--- src/emrg_pkg.sv ---
// Package of the maze row generator: sizes, item structs, cell command and
// tap structs, cell operation codes and the free label search.
// No dependencies.
package emrg_pkg;

    localparam int MAX_COLUMNS = 16;
    localparam int COL_W       = $clog2(MAX_COLUMNS);
    localparam int WIDTH_W     = $clog2(MAX_COLUMNS + 1);
    localparam int EAST_W      = MAX_COLUMNS - 1;

    typedef struct packed {
        logic [EAST_W-1:0]      merge_bits;
        logic [MAX_COLUMNS-1:0] down_bits;
        logic                   last_row;
    } row_item_t;

    typedef struct packed {
        logic [EAST_W-1:0]      east_open;
        logic [MAX_COLUMNS-1:0] south_open;
        logic                   maze_done;
    } res_item_t;

    localparam logic [2:0] OP_HOLD   = 3'd0;
    localparam logic [2:0] OP_RESET  = 3'd1;
    localparam logic [2:0] OP_LOAD   = 3'd2;
    localparam logic [2:0] OP_MERGE  = 3'd3;
    localparam logic [2:0] OP_SEED_R = 3'd4;
    localparam logic [2:0] OP_FORCE  = 3'd5;
    localparam logic [2:0] OP_SEED_L = 3'd6;
    localparam logic [2:0] OP_FRESH  = 3'd7;

    typedef struct packed {
        logic [2:0]       op;
        logic             last;
        logic             join_en;
        logic [COL_W-1:0] from_label;
        logic [COL_W-1:0] to_label;
        logic             hit;
        logic [COL_W-1:0] fresh_label;
    } cell_cmd_t;

    typedef struct packed {
        logic                   join_en;
        logic [COL_W-1:0]       label;
        logic [COL_W-1:0]       right_label;
        logic                   closed;
        logic [MAX_COLUMNS-1:0] used_mask;
    } cell_tap_t;

    function automatic logic [COL_W-1:0] first_free(input logic [MAX_COLUMNS-1:0] used);
        logic [COL_W-1:0] r;
        r = COL_W'(MAX_COLUMNS - 1);
        for (int i = MAX_COLUMNS - 2; i >= 0; i--)
        begin
            if (!used[i])
            begin
                r = COL_W'(i);
            end
        end
        return r;
    endfunction

endpackage

--- src/emrg_cell.sv ---
// One column cell of the maze row chain: set label, passage, wall and token.
// Depends on emrg_pkg; in sweeps the token moves one cell per cycle.
module emrg_cell import emrg_pkg::*;
(
    input  logic             clk,
    input  logic             rst_n,
    input  logic [COL_W-1:0] col_idx,
    input  logic             in_use,
    input  logic             is_last,
    input  logic             merge_bit,
    input  logic             down_bit,
    input  cell_cmd_t        cmd,
    input  logic             tok_from_left,
    input  logic             tok_from_right,
    input  logic [COL_W-1:0] right_label,
    output logic [COL_W-1:0] label,
    output logic             tok,
    output logic             east,
    output logic             south,
    output logic             match,
    output cell_tap_t        tap
);

    logic [COL_W-1:0] label_reg, label_next;
    logic             open_reg, open_next;
    logic             east_reg, east_next;
    logic             merge_reg, merge_next;
    logic             tok_reg, tok_next;
    logic             join_req;

    assign join_req = tok_reg && (label_reg != right_label) && (cmd.last || merge_reg);

    always_comb
    begin
        label_next = label_reg;
        open_next  = open_reg;
        east_next  = east_reg;
        merge_next = merge_reg;
        tok_next   = 1'b0;
        case (cmd.op)
            OP_RESET:
            begin
                label_next = col_idx;
            end
            OP_LOAD:
            begin
                open_next  = down_bit && in_use;
                east_next  = 1'b0;
                merge_next = merge_bit;
                tok_next   = (col_idx == '0);
            end
            OP_MERGE:
            begin
                tok_next = tok_from_left;
                if (join_req)
                begin
                    east_next = 1'b1;
                end
                if (cmd.join_en && in_use && (label_reg == cmd.from_label))
                begin
                    label_next = cmd.to_label;
                end
            end
            OP_SEED_R:
            begin
                tok_next = is_last;
            end
            OP_FORCE:
            begin
                tok_next = tok_from_right;
                if (tok_reg && !cmd.hit)
                begin
                    open_next = 1'b1;
                end
            end
            OP_SEED_L:
            begin
                tok_next = (col_idx == '0);
            end
            OP_FRESH:
            begin
                tok_next = tok_from_left;
                if (tok_reg && !open_reg)
                begin
                    label_next = cmd.fresh_label;
                end
            end
            default:
            begin
                tok_next = 1'b0;
            end
        endcase
    end

    always_ff @(posedge clk or negedge rst_n)
    begin
        if (!rst_n)
        begin
            tok_reg <= 1'b0;
        end
        else
        begin
            tok_reg <= tok_next;
        end
    end

    always_ff @(posedge clk)
    begin
        label_reg <= label_next;
        open_reg  <= open_next;
        east_reg  <= east_next;
        merge_reg <= merge_next;
    end

    assign label = label_reg;
    assign tok   = tok_reg;
    assign east  = east_reg;
    assign south = open_reg;
    assign match = open_reg && in_use && (label_reg == cmd.from_label);

    always_comb
    begin
        tap.join_en     = join_req;
        tap.label       = tok_reg ? label_reg : '0;
        tap.right_label = tok_reg ? right_label : '0;
        tap.closed      = tok_reg && !open_reg;
        tap.used_mask   = (open_reg && in_use) ? (MAX_COLUMNS'(1) << label_reg) : '0;
    end

endmodule

--- src/eller_maze_row_generator.sv ---
// Top level of the maze row generator: sequencer, width register, result
// register and the chain of emrg_cell columns. Depends on emrg_pkg.
//
// Channel  Direction  Handshake            Payload
// row      to block   row_valid/row_stall  row_item_t (merge, down, last)
// res      from block res_valid/res_stall  res_item_t (east, south, done)
// cfg      to block   cfg_valid/cfg_ready  cfg_data (maze_width)
//
// A last row runs only the join sweep and then goes straight to S_FINISH.
// Other rows sweep the token three times: joins left to right, forced
// passages right to left, fresh labels left to right, one cell per cycle.
// After reset, the S_INIT state loads the column labels before the first item.
// A stalled result waits in its register while the next row is accepted.
module eller_maze_row_generator import emrg_pkg::*;
(
    input  logic               clk,
    input  logic               rst_n,
    input  logic               row_valid,
    output logic               row_stall,
    input  row_item_t          row_item,
    output logic               res_valid,
    input  logic               res_stall,
    output res_item_t          res_item,
    input  logic               cfg_valid,
    output logic               cfg_ready,
    input  logic [WIDTH_W-1:0] cfg_data
);

    localparam logic [2:0] S_INIT   = 3'd0;
    localparam logic [2:0] S_IDLE   = 3'd1;
    localparam logic [2:0] S_MERGE  = 3'd2;
    localparam logic [2:0] S_FSEED  = 3'd3;
    localparam logic [2:0] S_FORCE  = 3'd4;
    localparam logic [2:0] S_USED   = 3'd5;
    localparam logic [2:0] S_FRESH  = 3'd6;
    localparam logic [2:0] S_FINISH = 3'd7;

    logic [2:0]             state_reg, state_next;
    logic [WIDTH_W-1:0]     width_reg, width_next;
    logic [COL_W-1:0]       cnt_reg, cnt_next;
    logic                   last_reg, last_next;
    logic [MAX_COLUMNS-1:0] used_reg, used_next;
    logic                   res_valid_reg, res_valid_next;
    res_item_t              res_reg, res_next;

    logic [WIDTH_W-1:0]     w_eff;
    logic [MAX_COLUMNS-1:0] in_use_vec, is_last_vec, tok_vec, east_vec, south_vec, match_vec;
    logic [COL_W-1:0]       label_vec [MAX_COLUMNS];
    cell_tap_t              tap_vec [MAX_COLUMNS];
    cell_tap_t              tap_all;
    cell_cmd_t              cmd;
    logic                   merge_end, sweep_end;

    always_comb
    begin
        if (width_reg < WIDTH_W'(2))
        begin
            w_eff = WIDTH_W'(2);
        end
        else if (width_reg > WIDTH_W'(MAX_COLUMNS))
        begin
            w_eff = WIDTH_W'(MAX_COLUMNS);
        end
        else
        begin
            w_eff = width_reg;
        end
    end

    genvar gi;
    generate
        for (gi = 0; gi < MAX_COLUMNS; gi++)
        begin : g_cell
            logic             tl, tr, mb;
            logic [COL_W-1:0] rl;
            assign in_use_vec[gi]  = WIDTH_W'(gi) < w_eff;
            assign is_last_vec[gi] = WIDTH_W'(gi) == (w_eff - WIDTH_W'(1));
            if (gi == 0)
            begin : g_left_end
                assign tl = 1'b0;
            end
            else
            begin : g_left
                assign tl = tok_vec[gi-1];
            end
            if (gi == MAX_COLUMNS - 1)
            begin : g_right_end
                assign tr = 1'b0;
                assign rl = '0;
                assign mb = 1'b0;
            end
            else
            begin : g_right
                assign tr = tok_vec[gi+1];
                assign rl = label_vec[gi+1];
                assign mb = row_item.merge_bits[gi];
            end
            emrg_cell u_cell (
                .clk            (clk),
                .rst_n          (rst_n),
                .col_idx        (COL_W'(gi)),
                .in_use         (in_use_vec[gi]),
                .is_last        (is_last_vec[gi]),
                .merge_bit      (mb),
                .down_bit       (row_item.down_bits[gi]),
                .cmd            (cmd),
                .tok_from_left  (tl),
                .tok_from_right (tr),
                .right_label    (rl),
                .label          (label_vec[gi]),
                .tok            (tok_vec[gi]),
                .east           (east_vec[gi]),
                .south          (south_vec[gi]),
                .match          (match_vec[gi]),
                .tap            (tap_vec[gi])
            );
        end
    endgenerate

    always_comb
    begin
        tap_all = '0;
        for (int i = 0; i < MAX_COLUMNS; i++)
        begin
            tap_all = tap_all | tap_vec[i];
        end
    end

    assign merge_end = {1'b0, cnt_reg} == (w_eff - WIDTH_W'(2));
    assign sweep_end = {1'b0, cnt_reg} == (w_eff - WIDTH_W'(1));
    assign row_stall = (state_reg != S_IDLE) || cfg_valid;
    assign cfg_ready = (state_reg == S_IDLE);

    always_comb
    begin
        state_next     = state_reg;
        width_next     = width_reg;
        cnt_next       = cnt_reg;
        last_next      = last_reg;
        used_next      = used_reg;
        res_valid_next = res_valid_reg && res_stall;
        res_next       = res_reg;
        cmd.op          = OP_HOLD;
        cmd.last        = last_reg;
        cmd.join_en     = 1'b0;
        cmd.from_label  = '0;
        cmd.to_label    = tap_all.label;
        cmd.hit         = |match_vec;
        cmd.fresh_label = first_free(used_reg);
        case (state_reg)
            S_INIT:
            begin
                cmd.op     = OP_RESET;
                state_next = S_IDLE;
            end
            S_IDLE:
            begin
                if (cfg_valid)
                begin
                    cmd.op     = OP_RESET;
                    width_next = cfg_data;
                end
                else if (row_valid)
                begin
                    cmd.op     = OP_LOAD;
                    last_next  = row_item.last_row;
                    cnt_next   = '0;
                    state_next = S_MERGE;
                end
            end
            S_MERGE:
            begin
                cmd.op         = OP_MERGE;
                cmd.join_en    = tap_all.join_en;
                cmd.from_label = tap_all.right_label;
                cnt_next       = cnt_reg + COL_W'(1);
                if (merge_end)
                begin
                    state_next = last_reg ? S_FINISH : S_FSEED;
                end
            end
            S_FSEED:
            begin
                cmd.op     = OP_SEED_R;
                cnt_next   = '0;
                state_next = S_FORCE;
            end
            S_FORCE:
            begin
                cmd.op         = OP_FORCE;
                cmd.from_label = tap_all.label;
                cnt_next       = cnt_reg + COL_W'(1);
                if (sweep_end)
                begin
                    state_next = S_USED;
                end
            end
            S_USED:
            begin
                cmd.op     = OP_SEED_L;
                used_next  = tap_all.used_mask;
                cnt_next   = '0;
                state_next = S_FRESH;
            end
            S_FRESH:
            begin
                cmd.op   = OP_FRESH;
                cnt_next = cnt_reg + COL_W'(1);
                if (tap_all.closed)
                begin
                    used_next = used_reg | (MAX_COLUMNS'(1) << cmd.fresh_label);
                end
                if (sweep_end)
                begin
                    state_next = S_FINISH;
                end
            end
            S_FINISH:
            begin
                if (!res_valid_reg || !res_stall)
                begin
                    res_valid_next      = 1'b1;
                    res_next.east_open  = east_vec[EAST_W-1:0];
                    res_next.south_open = last_reg ? '0 : south_vec;
                    res_next.maze_done  = last_reg;
                    cmd.op              = last_reg ? OP_RESET : OP_HOLD;
                    state_next          = S_IDLE;
                end
            end
            default:
            begin
                state_next = S_INIT;
            end
        endcase
    end

    always_ff @(posedge clk or negedge rst_n)
    begin
        if (!rst_n)
        begin
            state_reg     <= S_INIT;
            width_reg     <= WIDTH_W'(MAX_COLUMNS);
            cnt_reg       <= '0;
            last_reg      <= 1'b0;
            res_valid_reg <= 1'b0;
        end
        else
        begin
            state_reg     <= state_next;
            width_reg     <= width_next;
            cnt_reg       <= cnt_next;
            last_reg      <= last_next;
            res_valid_reg <= res_valid_next;
        end
    end

    always_ff @(posedge clk)
    begin
        used_reg <= used_next;
        res_reg  <= res_next;
    end

    assign res_valid = res_valid_reg;
    assign res_item  = res_reg;

`ifndef SYNTHESIS
    a_token_single: assert property (@(posedge clk) disable iff (!rst_n)
        $onehot0(tok_vec))
        else $error("more than one cell holds the token");

    a_token_in_sweep: assert property (@(posedge clk) disable iff (!rst_n)
        (state_reg == S_MERGE || state_reg == S_FORCE || state_reg == S_FRESH)
        |-> $onehot(tok_vec))
        else $error("no cell holds the token during a sweep");

    a_done_no_south: assert property (@(posedge clk) disable iff (!rst_n)
        (res_valid_reg && res_reg.maze_done) |-> (res_reg.south_open == '0))
        else $error("last row result opens a passage downward");
`endif

endmodule
--- config.mk ---
export PLATFORM = sky130hd
export DESIGN_NAME = eller_maze_row_generator
export DESIGN_NICKNAME = d
export VERILOG_FILES = /design/src/emrg_pkg.sv /design/src/emrg_cell.sv /design/src/eller_maze_row_generator.sv
export SDC_FILE = /design/constraint.sdc
export NUM_CORES = 1
export LEC_CHECK = 0
export BUFFER_PORTS_ARGS = -buffer_cell sky130_fd_sc_hd__clkbuf_2
export CAP_MARGIN = 30
export CORE_MARGIN = 2
export CORE_UTILIZATION = 60
export DETAILED_ROUTE_END_ITERATION = 10
export PLACE_DENSITY = 0.78
export SYNTH_ARGS = -nofsm -noshare
export SYNTH_HDL_FRONTEND = slang
export SYNTH_HIERARCHICAL = 1
export SYNTH_SLANG_ARGS = --single-unit
--- constraint.sdc ---
create_clock -name clk -period 7.7 [get_ports clk]
set_input_delay 1.54 -clock clk [delete_from_list [all_inputs] [get_ports clk]]
set_output_delay 1.54 -clock clk [all_outputs]
set_load 0.01 [all_outputs]
After elaboration in Yosys (flattened, before gate mapping)
Cells that the tools add are included.

Bits in registers: 188. Bits of input ports: 42. Output and inout port bits: 35. Logic and storage cells: 734.

Add/sub/neg operators: 3. Order comparisons: 18. Equality and inequality tests: 133. Shifts and indexed selects: 17. Muxes and demuxes: 212. Bitwise gates (word level): 17. Reduce and logical (&&, ||, !) cells: 247.

Operators by type and width (count): 26-bit bitwise OR (15); 4-bit 2-to-1 mux (79); 16-bit 2-to-1 mux (17); 1-bit by 4-bit << shifter with 16-bit output, first input constant (17); 4-bit case mux with 3 select lines (17); 1-bit logical AND (145); 2-bit by 1-bit inequality test with 1-bit output, second input constant (48); 2-bit AND reduction (34); 4-bit == test (16); 1-bit case mux with 2 select lines (32); 4-bit inequality test (15); 3-bit AND reduction (18); 3-bit case mux with 8 select lines (2); 1-bit case mux with 3 select lines (15); 2-bit inequality test, second input constant (22); 4-bit by 5-bit == test with 1-bit output, first input constant (8); 4-bit by 5-bit < comparator with 1-bit output, first input constant (8); 1-bit 2-to-1 mux (37); 16-bit case mux with 2 select lines (1); 3-bit == test, second input constant (8); 3-bit 2-to-1 mux (7); 3-bit by 5-bit == test with 1-bit output, first input constant (4); 3-bit by 5-bit < comparator with 1-bit output, first input constant (4); 1-bit logical NOT (19); other kinds (28) (59).

Logic depth before layout (Yosys ltp)
Word-level depth: 29. Mapped depth: 15. Gate-level depth less buffers: 14.

Modules after synthesis
The synthesis kept the hierarchy.

Modules (own cells, without submodules): emrg_cell at g_cell[10].u_cell ... (instances 15, cells each 94, area each 880.8 µm², seq. area each 235.2 µm²); eller_maze_row_generator (instances 1, cells each 496, area each 4362.9 µm², seq. area each 1762.9 µm²); emrg_cell at g_cell[0].u_cell (instances 1, cells each 97, area each 813.3 µm², seq. area each 235.2 µm²).

Worst setup path before layout
Ideal clock, no wire load.

Kind: flip-flop to flip-flop. From: register g_cell[2].u_cell.tok_reg. To: register g_cell[0].u_cell.open_reg, enable pin. Library setup time: 325 ps. Arrival time: 5527 ps. Data required time: 7375 ps. Setup slack: 1848 ps. Stages on the path, launching flop included: 13. Path buffers: 1. Period minus slack after synthesis: 5852 ps. Cells stage by stage: dfrtp_1 > clkbuf_2 > and2_1 > nor4_1 > nand4_1 > a21oi_1 > nor2_1 > xnor2_1 > nand4_1 > nor2_1 > nor4_1 > nand4_1 > o32ai_1.

RTL lines: start: declaration (RTL line emrg_cell.sv:28) `logic tok_reg, tok_next;`; start signal: assignment (RTL line emrg_cell.sv:103) `tok_reg <= tok_next;`; end signal: assignment (RTL line emrg_cell.sv:110) `open_reg <= open_next;`; end: declaration (RTL line emrg_cell.sv:25) `logic open_reg, open_next;`.

==> impl_metrics.tcl <==
set metrics [dict create \
    clkTransAtPathRegs_ns 0.08 \
    clockBufferDepth 2 \
    wl_met2_mm 25.71 \
    largest_reg_flops 64 \
    critPathLaunchType "register" \
    dp.cells 2445 \
    num_rows 63 \
    tightest_slew_ns 1.043 \
    nNetsFinal 2128 \
    antenna_left 0 \
    status "finished clean" \
    path_max_fanout 17 \
    utilization 0.6465 \
    cts_sinks 188 \
    grt_max_degree 100 \
    io-pin-count 77 \
    drt_first_pass_iters 6 \
    path_cells "and2_1 > nor4_1 > nand4_1 > a21oi_1 > nor2_4 > buf_4 > xnor2_4 > nand4_1 > nor2_1 > nor4_1 > nand4_1 > buf_8 > nand4b_1 > o21ai_0" \
    cts_hold_buffers 0 \
    hp-class "register to register" \
    rsz0062_at_grt "no" \
    crit_required_ns 7.85 \
    area_growth_pct 5.358 \
    report.final.setup_viol 0 \
    fillers 2521 \
    drv_slew 0 \
    syn_inst 1983 \
    slew_headroom 0.3027 \
    routedWlPerCell_um 24.27 \
    route.detailed.drc 0 \
    dp_hpwl_mm 44.84 \
    start_util 0.6136 \
    max_stage_delay_ns 0.80 \
    die_h_um 178.6 \
    met1Wirelength_mm 24.30 \
    hold_viol_final 0 \
    wl_met3_mm 6.956 \
    grt_pass1_wl_mm 89.98 \
    overflow 0 \
    port_buffers 76 \
    routed_wl_mm 60.15 \
    via_per_inst 6.555 \
    max-cap-violations 0 \
    cts_tree "done" \
    num_antenna_cells 0 \
    die_w_um 178.6 \
    fmax_mhz 171.5 \
    critPathArrivalTime_ns 5.98 \
    clkLatencyLatePin_ns 0.46 \
    clock_skew_ns 0.01393 \
    yosysWarnings 6 \
    num_vias 16240 \
    stdcell_count 2478 \
    worstSetupPathType "register to register" \
    die-area_um2 31880 \
    track_usage 0.3796 \
    gp_congestion 1.005 \
    cts_setup_buffers 0 \
    avgSynthCellArea_um2 9.220 \
    finalCriticalPeriod_ns 5.832 \
    grt_pass1_vias 14890 \
    layout-drive-gt1-share 0.1418 \
    topRoutingLayerUsed "met5" \
    h-tree-depth 4 \
    coreArea_um2 29800 \
    root_buffer "clkbuf_16" \
    syn_area_um2 18280 \
    setup_tns_ns 0 \
    whs_path_depth 0 \
    drt_iter0_drc 2338 \
    antenna_found_initial 2 \
    endpoint_kind "register" \
    cts-resized-gates 0 \
    crit_path_frequent_cell "nand4_1" \
    finalCritPeriodShare 0.7574 \
    cp_slowest_cell "nand4_1" \
    cts_buffers 17 \
    ff2ff_path_depth 14 \
]
[cell type report]
type / instances / area, um^2 / area share
clock buffers: 18 / 429.2 / 0.02228
well taps: 390 / 488.0 / 0.02533
flip-flops and latches: 188 / 5497 / 0.2854
clock inverters: 14 / 160.2 / 0.008314
repair buffers: 100 / 573.1 / 0.02975
inverters: 36 / 135.1 / 0.007015
multi-input cells: 1732 / 11980 / 0.6220
[worst paths after layout]
kind | slack, ns | startpoint | end
min reg2reg | 0.42 | g_cell[3].u_cell/east$_DFFE_PP_ | res_item[20]$_DFFE_PP_
max reg2reg | 1.87 | g_cell[11].u_cell/label[2]$_DFFE_PP_ | g_cell[1].u_cell/south$_SDFFCE_PN1P_
max | 1.87 | g_cell[11].u_cell/label[2]$_DFFE_PP_ | g_cell[1].u_cell/south$_SDFFCE_PN1P_
min | 0.42 | g_cell[3].u_cell/east$_DFFE_PP_ | res_item[20]$_DFFE_PP_
min in group asynchronous | 1.19 | rst_n | g_cell[1].u_cell/tok$_DFF_PN0_
max in group asynchronous | 5.97 | rst_n | g_cell[11].u_cell/tok$_DFF_PN0_
[layout by cell type (no fill, tap or decap), drive strengths merged, types with 60 or more instances in the layout]
cell type	n
edfxtp	158
nand2	85
mux2i	67
o21ai	60
nor3	72
conb	139
a21oi	128
and2	148
xor2	65
nor2	326
clkbuf	95
xnor2	70
nor4	132
[per-stage QoR]
step	worst slack (ns)	hold slack [ns]	area, um^2
6_report	1.868	0.4237	19260
5_1_grt	1.876	0.4351	19260
4_1_cts	2.042	0.4232	19260
3_5_place_dp	2.116	0.4054	18670
3_3_place_gp	1.643	0.4010	18640
2_1_floorplan	1.848	0.4003	18800
[layer usage]
layer | track usage | vias to the layer above
met5 | 0 | -
met4 | 0.1856 | 2
met3 | 0.08461 | 180
met2 | 0.5571 | 1070
met1 | 0.5279 | 7747
li1 | - | 7245
[critical path: cells and delay by family (launching register included)]
family / cells / cell delay (ns)
simple gates: 9 / 3.33
flops: 1 / 0.63
buf+inv: 2 / 0.70
compound gates: 2 / 0.65
xor+xnor: 1 / 0.18
Power is left out: the tool's default activity adds up to more than one toggle a clock period on the data nets, which glitch-free logic cannot reach.
